### src/sv/cbt3s_pkg.sv
// ----------------------------------------------------------------------------
// cbt3s_pkg
// Shared constants and types for the top-three cell balance selector.
// ----------------------------------------------------------------------------
`default_nettype none

package cbt3s_pkg;

    localparam int CELL_COUNT = 6;
    localparam int MV_W       = 15;
    localparam int IDX_W      = 3;
    localparam int MASK_W     = 8;
    localparam int CNT_W      = 4;

    typedef logic signed [MV_W-1:0] mv_t;
    typedef logic [IDX_W-1:0]       idx_t;
    typedef logic [CNT_W-1:0]       cnt_t;
    typedef logic [MASK_W-1:0]      mask_t;

    localparam mv_t  MV_NONE  = mv_t'(-1);
    localparam cnt_t CNT_FULL = cnt_t'(CELL_COUNT);

    // Three best voltages in rank order with their cell indices.
    typedef struct packed {
        mv_t  val0;
        mv_t  val1;
        mv_t  val2;
        idx_t idx0;
        idx_t idx1;
        idx_t idx2;
    } rank_t;

    localparam rank_t RANK_CLEAR = '{
        val0: MV_NONE, val1: MV_NONE, val2: MV_NONE,
        idx0: '0, idx1: '0, idx2: '0
    };

endpackage

`default_nettype wire

### src/sv/cell_balance_top3_selector_unit.sv
// ----------------------------------------------------------------------------
// cell_balance_top3_selector_unit
// Picks the cells to balance from one scan of cell voltages.
// ----------------------------------------------------------------------------
// Each input item carries one cell voltage in signed millivolts, in cell
// order, with last_cell marking the end of a scan. The block keeps the three
// highest voltages of the scan; on a tie the earlier cell keeps its rank.
// Cells beyond the configured cell count are ignored, but their last_cell
// mark still ends the scan.
// The item that ends a scan produces one result item: the balance mask, the
// three ranked indices and the peak voltage. Other items produce nothing.
// An item is registered in the input register on acceptance and ranked
// from there; a final cell's result then goes into the result register.
// One item is taken every cycle unless a final cell waits. When the receiver
// stalls, the result register holds its item; non-final cells still flow
// in, and only a final cell waits in the input register until the result
// register is free.
// Reset clears the ranking (values -1, indices 0) and the cell counter.
// ----------------------------------------------------------------------------
`default_nettype none

module cell_balance_top3_selector_unit
    import cbt3s_pkg::*;
(
    input  wire logic  clk,
    input  wire logic  rst_n,
    input  wire logic  in_valid,
    output logic       in_stall,
    input  wire mv_t   cell_mv,
    input  wire logic  last_cell,
    output logic       out_valid,
    input  wire logic  out_stall,
    output mask_t      balance_mask,
    output idx_t       first_index,
    output idx_t       second_index,
    output idx_t       third_index,
    output mv_t        peak_mv
);

    logic  stage_valid_reg;
    logic  stage_valid_next;
    mv_t   stage_mv_reg;
    logic  stage_last_reg;
    logic  out_valid_reg;
    logic  out_valid_next;
    mask_t mask_reg;
    idx_t  first_reg;
    idx_t  second_reg;
    idx_t  third_reg;
    mv_t   peak_reg;

    logic  advance;
    logic  step;
    logic  emit;
    logic  out_free;
    rank_t ranked;
    mask_t mask_comb;

    assign out_free = !out_valid_reg || !out_stall;
    assign advance  = !stage_last_reg || out_free;
    assign step     = stage_valid_reg && advance;
    assign emit     = step && stage_last_reg;
    assign in_stall = stage_valid_reg && !advance;

    cbt3s_tracker u_tracker (
        .clk       (clk),
        .rst_n     (rst_n),
        .step      (step),
        .cell_mv   (stage_mv_reg),
        .last_cell (stage_last_reg),
        .ranked    (ranked)
    );

    cbt3s_mask u_mask (
        .ranked       (ranked),
        .balance_mask (mask_comb)
    );

    always_comb
    begin
        stage_valid_next = stage_valid_reg;
        if (!in_stall)
        begin
            stage_valid_next = in_valid;
        end
        out_valid_next = out_valid_reg;
        if (emit)
        begin
            out_valid_next = 1'b1;
        end
        else if (!out_stall)
        begin
            out_valid_next = 1'b0;
        end
    end

    always_ff @(posedge clk or negedge rst_n)
    begin
        if (!rst_n)
        begin
            stage_valid_reg <= 1'b0;
            out_valid_reg   <= 1'b0;
        end
        else
        begin
            stage_valid_reg <= stage_valid_next;
            out_valid_reg   <= out_valid_next;
        end
    end

    always_ff @(posedge clk)
    begin
        if (in_valid && !in_stall)
        begin
            stage_mv_reg   <= cell_mv;
            stage_last_reg <= last_cell;
        end
        if (emit)
        begin
            mask_reg   <= mask_comb;
            first_reg  <= ranked.idx0;
            second_reg <= ranked.idx1;
            third_reg  <= ranked.idx2;
            peak_reg   <= ranked.val0;
        end
    end

    assign out_valid    = out_valid_reg;
    assign balance_mask = mask_reg;
    assign first_index  = first_reg;
    assign second_index = second_reg;
    assign third_index  = third_reg;
    assign peak_mv      = peak_reg;

endmodule

`default_nettype wire

### src/sv/cbt3s_tracker.sv
// ----------------------------------------------------------------------------
// cbt3s_tracker
// Holds the running top three of the current scan and inserts one cell.
// ----------------------------------------------------------------------------
`default_nettype none

module cbt3s_tracker
    import cbt3s_pkg::*;
(
    input  wire logic  clk,
    input  wire logic  rst_n,
    input  wire logic  step,
    input  wire mv_t   cell_mv,
    input  wire logic  last_cell,
    output rank_t      ranked
);

    cnt_t  cnt_reg;
    cnt_t  cnt_next;
    rank_t rank_reg;
    rank_t rank_next;
    idx_t  idx;
    logic  taking;

    assign idx    = cnt_reg[IDX_W-1:0];
    assign taking = (cnt_reg < CNT_FULL);

    // Ranking as it stands once the presented cell is inserted.
    always_comb
    begin
        ranked = rank_reg;
        if (taking)
        begin
            if (cell_mv > rank_reg.val0)
            begin
                ranked.val2 = rank_reg.val1;
                ranked.idx2 = rank_reg.idx1;
                ranked.val1 = rank_reg.val0;
                ranked.idx1 = rank_reg.idx0;
                ranked.val0 = cell_mv;
                ranked.idx0 = idx;
            end
            else if (cell_mv > rank_reg.val1)
            begin
                ranked.val2 = rank_reg.val1;
                ranked.idx2 = rank_reg.idx1;
                ranked.val1 = cell_mv;
                ranked.idx1 = idx;
            end
            else if (cell_mv > rank_reg.val2)
            begin
                ranked.val2 = cell_mv;
                ranked.idx2 = idx;
            end
        end
    end

    always_comb
    begin
        rank_next = rank_reg;
        cnt_next  = cnt_reg;
        if (step)
        begin
            if (last_cell)
            begin
                rank_next = RANK_CLEAR;
                cnt_next  = '0;
            end
            else
            begin
                rank_next = ranked;
                if (taking)
                begin
                    cnt_next = cnt_reg + cnt_t'(1);
                end
            end
        end
    end

    always_ff @(posedge clk or negedge rst_n)
    begin
        if (!rst_n)
        begin
            cnt_reg  <= '0;
            rank_reg <= RANK_CLEAR;
        end
        else
        begin
            cnt_reg  <= cnt_next;
            rank_reg <= rank_next;
        end
    end

endmodule

`default_nettype wire

### src/sv/cbt3s_mask.sv
// ----------------------------------------------------------------------------
// cbt3s_mask
// Builds the balance mask from the three ranked indices.
// ----------------------------------------------------------------------------
`default_nettype none

module cbt3s_mask
    import cbt3s_pkg::*;
(
    input  wire rank_t ranked,
    output mask_t      balance_mask
);

    function automatic logic apart(input idx_t a, input idx_t b);
        idx_t d;
        begin
            d = (a > b) ? (a - b) : (b - a);
            apart = (d > idx_t'(1));
        end
    endfunction

    logic ap01;
    logic ap20;
    logic ap21;

    assign ap01 = apart(ranked.idx0, ranked.idx1);
    assign ap20 = apart(ranked.idx2, ranked.idx0);
    assign ap21 = apart(ranked.idx2, ranked.idx1);

    // The third cell is only checked against cells that were actually chosen.
    always_comb
    begin
        balance_mask = mask_t'(1) << ranked.idx0;
        if (ap01)
        begin
            balance_mask = balance_mask | (mask_t'(1) << ranked.idx1);
            if (ap20 && ap21)
            begin
                balance_mask = balance_mask | (mask_t'(1) << ranked.idx2);
            end
        end
        else if (ap20)
        begin
            balance_mask = balance_mask | (mask_t'(1) << ranked.idx2);
        end
    end

endmodule

`default_nettype wire
### config.mk
export PLATFORM = sky130hd
export DESIGN_NAME = cell_balance_top3_selector_unit
export DESIGN_NICKNAME = d
export VERILOG_FILES = /design/src/sv/cbt3s_pkg.sv /design/src/sv/cell_balance_top3_selector_unit.sv /design/src/sv/cbt3s_tracker.sv /design/src/sv/cbt3s_mask.sv
export SDC_FILE = /design/constraint.sdc
export NUM_CORES = 1
export LEC_CHECK = 0
export BUFFER_PORTS_ARGS = -buffer_cell sky130_fd_sc_hd__buf_4
export CAP_MARGIN = 10
export CORE_ASPECT_RATIO = 1.25
export CORE_MARGIN = 2
export CORE_UTILIZATION = 41
export DETAILED_ROUTE_END_ITERATION = 6
export GPL_TIMING_DRIVEN = 0
export HOLD_SLACK_MARGIN = 0.08
export SYNTH_ARGS = -nofsm -noshare
export SYNTH_HDL_FRONTEND = slang
export SYNTH_HIERARCHICAL = 1
export SYNTH_SLANG_ARGS = --single-unit
### constraint.sdc
create_clock -name clk -period 4.8 [get_ports clk]
set_input_delay 0.72 -clock clk [delete_from_list [all_inputs] [get_ports clk]]
set_output_delay 0.72 -clock clk [all_outputs]
set_load 0.01 [all_outputs]
==> flow_metrics.env <==
export IMPL_io_pin_count=54
export IMPL_cts_max_level=3
export IMPL_rr_endpoint="balance_mask[7]"
export IMPL_status="complete, no violations"
export IMPL_hold_class="input port to async pin"
export IMPL_die_area_um2=16820
export IMPL_crit_arrival_ns=4.76
export IMPL_start_util=0.4177
export IMPL_dr_pass1_iters=6
export IMPL_clk_path_buf_depth=2
export IMPL_power_leakage_nw=3.451
export IMPL_critPathSlowestCell="dfstp_2"
export IMPL_pwr_share_seq=0.274
export IMPL_crit_start="u_tracker/rank_reg[51]"
export IMPL_grt_overflow_total=0
export IMPL_fin_crit_sh=0.9728
export IMPL_timing_fmax_ghz=0.2142
export IMPL_finClkSkew_ns=0.008719
export IMPL_wl_um=15930
export IMPL_power_density_nw_per_um2=695.0
export IMPL_gp_congestion=0.8598
export IMPL_crit_end="balance_mask[7]"
export IMPL_fin_crit_ns=4.669
export IMPL_dieHeight_um=144.5
export IMPL_worstMarginPinSlew_ns=0.7888
export IMPL_path_class="flop to flop"
export IMPL_clock_latency_ns=0.36
export IMPL_area_delta_synth_final_pct=21.04
export IMPL_cp_buffers_inverters=5
export IMPL_grt_start_max_net_pins=61
export IMPL_fp_row_count=51
export IMPL_power_switching_mw=2.309
export IMPL_largest_register_ff_count=54
export IMPL_place_hpwl_um=11920
export IMPL_cp_max_fo=5
export IMPL_numCtsBuffers=9
export IMPL_grt_use_total=0.2016
export IMPL_avgSynthCellArea_um2=10.72
export IMPL_cp_required_ns=4.89
export IMPL_holdBufCountCts=0
export IMPL_setup_worst_path_start_class="flop"
export IMPL_final_nets=780
export IMPL_port_buffers=53
export IMPL_cts_tree="yes"
export IMPL_r2r_cells=20
export IMPL_slew_viol_final=0
export IMPL_cts_sinks=108
export IMPL_n_antenna_cell=0
export IMPL_instances_no_fill=910
export IMPL_antenna_found_initial=0
export IMPL_grt_pass1_wl_um=25970
export IMPL_pwr_share_comb=0.592
export IMPL_maxCapViolations=0
export IMPL_holdWs_ns=0.4678
export IMPL_yosysWarnings=6
export IMPL_first_global_vias=5351
export IMPL_pwr_share_clk=0.135
export IMPL_relSlewSlack=0.4741
export IMPL_crit_cells=20
export IMPL_die_x_um=116.4
export IMPL_cts_root_buf="clkbuf_16"
export IMPL_via_per_inst=5.600
export IMPL_max_stage_delay_ns=0.55
export IMPL_internal_power_mw=3.138
export IMPL_worstPathCellList="inv_1 > ha_1 > nand2_2 > nor4_4 > o31ai_2 > a221oi_2 > buf_4 > nor2_4 > buf_4 > a21oi_4 > buf_6 > a2bb2oi_4 > inv_2 > ha_1 > fa_1 > nand3b_1 > a211oi_2 > nor2_1 > o211ai_2 > o221ai_1"
export IMPL_hold_viol_final=0
export IMPL_ir_drop_uv=343.6
export IMPL_swShare=0.4239
export IMPL_wl_per_cell_um=17.51
export IMPL_path_delay_family="compound AO/OA/AOI/OAI gates"
export IMPL_drive_gt1_frac=0.3023
export IMPL_reg2reg_from="u_tracker/rank_reg[51]"
export IMPL_core_area_um2=15510
export IMPL_vias=5096
export IMPL_reg2reg_slack_ns=0.13
export IMPL_setup_viol=0
export IMPL_fillers=1444
export IMPL_mappedNetlistArea_um2=6476
export IMPL_drt_first_iter_violations=294
export IMPL_dp_cells=871
export IMPL_worstSetupEndpointType="flop"
export IMPL_cts_reportedPaths_clkPinSlew_ns=0.07
export IMPL_synthesis_nets=690
export IMPL_drcViolationCount=0
export IMPL_postRouteAntennaNets=0
export IMPL_netlist_instances=604
-- cell type report --
type | instances | area, um^2 | area share
plain buffers | 29 | 151.4 | 0.01931
clock buffers | 12 | 271.5 | 0.03464
clock inverters | 3 | 17.52 | 0.002235
inverters | 70 | 266.5 | 0.03400
multi-input cells | 397 | 3262 | 0.4161
flip-flops and latches | 108 | 2999 | 0.3826
well taps | 212 | 265.3 | 0.03384
repair buffers | 79 | 605.6 | 0.07725
-- layout by cell type (no fill, tap or decap), drive strengths merged, types with 2 or more instances in the layout --
| cell | count |
|---|---|
| xor2 | 2 |
| ha | 60 |
| dfrtp | 15 |
| o21ai | 33 |
| buf | 91 |
| mux2i | 2 |
| a2bb2oi | 5 |
| dfstp | 45 |
| o221ai | 8 |
| a21oi | 40 |
| a21o | 4 |
| a22oi | 3 |
| o311ai | 2 |
| nand4 | 10 |
| or3 | 2 |
| and3 | 3 |
| inv | 71 |
| nand2 | 49 |
| edfxtp | 48 |
| o31ai | 5 |
| a22o | 2 |
| o22a | 44 |
| o41ai | 2 |
| nand3 | 15 |
| nand3b | 11 |
| nor2b | 2 |
| nor2 | 19 |
| a211oi | 7 |
| clkbuf | 29 |
| o211ai | 3 |
| o22ai | 9 |
| nor3 | 9 |
| a21boi | 2 |
| fa | 6 |
| o32ai | 15 |
| o2111a | 2 |
| nand2b | 4 |
| o21a | 3 |
| a31oi | 2 |
-- stage by stage --
stage / TNS [ns] / util / power [mW] / setup slack, ns / instance area [um^2]
final: 0 / 0.5055 / 5.448 / 0.1305 / 7839
after global routing: -0.07180 / 0.5055 / 5.868 / -0.03261 / 7839
after CTS: -0.009660 / 0.4922 / 5.187 / -0.009660 / 7632
after detailed placement: -9.854 / 0.4631 / 4.270 / -1.273 / 7181
after global placement: -8.429 / 0.4607 / 4.144 / -1.098 / 7144
after floorplan: 0 / - / 3.529 / 0.004384 / 6481
-- metal layers --
layer / track usage / vias up / share of wire
li1: - / 2444 / -
met1: 0.2213 / 2493 / 0.40
met2: 0.3700 / 129 / 0.53
met3: 0.03604 / 30 / 0.039
met4: 0.09774 / 0 / 0.031
met5: 0 / - / 0
-- worst register-to-register path: stages, from the launching register on --
cell and delay [ns]:
dfstp_2 0.55, inv_1 0.05, ha_1 0.30, nand2_2 0.09, nor4_4 0.45, o31ai_2 0.16, a221oi_2 0.28, buf_4 0.18
nor2_4 0.05, buf_4 0.15, a21oi_4 0.12, buf_6 0.14, a2bb2oi_4 0.15, inv_2 0.08, ha_1 0.23, fa_1 0.53
nand3b_1 0.12, a211oi_2 0.25, nor2_1 0.12, o211ai_2 0.24, o221ai_1 0.17
-- worst min path at each step --
stage	cells after the start	to
finish	1	u_tracker/rank_reg[0]
global route	1	out_valid
CTS	1	u_tracker/rank_reg[0]
detailed placement	2	u_tracker/rank_reg[24]
global placement	2	u_tracker/rank_reg[24]
floorplan	0	out_valid
-- power groups by stage --
| stage | Sequential [mW] | Combinational (mW) | Clock (mW) |
|---|---|---|---|
| 6_report | 1.49 | 3.22 | 0.733 |
| 5_1_grt | 1.52 | 3.55 | 0.796 |
| 4_1_cts | 1.49 | 2.94 | 0.761 |
| 3_5_place_dp | 1.50 | 2.77 | 0 |
| 3_3_place_gp | 1.49 | 2.65 | 0 |
| 2_1_floorplan | 1.49 | 2.03 | 0 |
-- what timing repair did --
| item | CTS | global route |
|---|---|---|
| resized for setup | 19 | 27 |
| pin swaps | 7 | 10 |
| setup buffers | 8 | 16 |
| endpoints found under the setup margin | 8 | 8 |
| endpoints found under the hold margin | 0 | 0 |
Note: power is estimated with default switching activity, not from simulation.
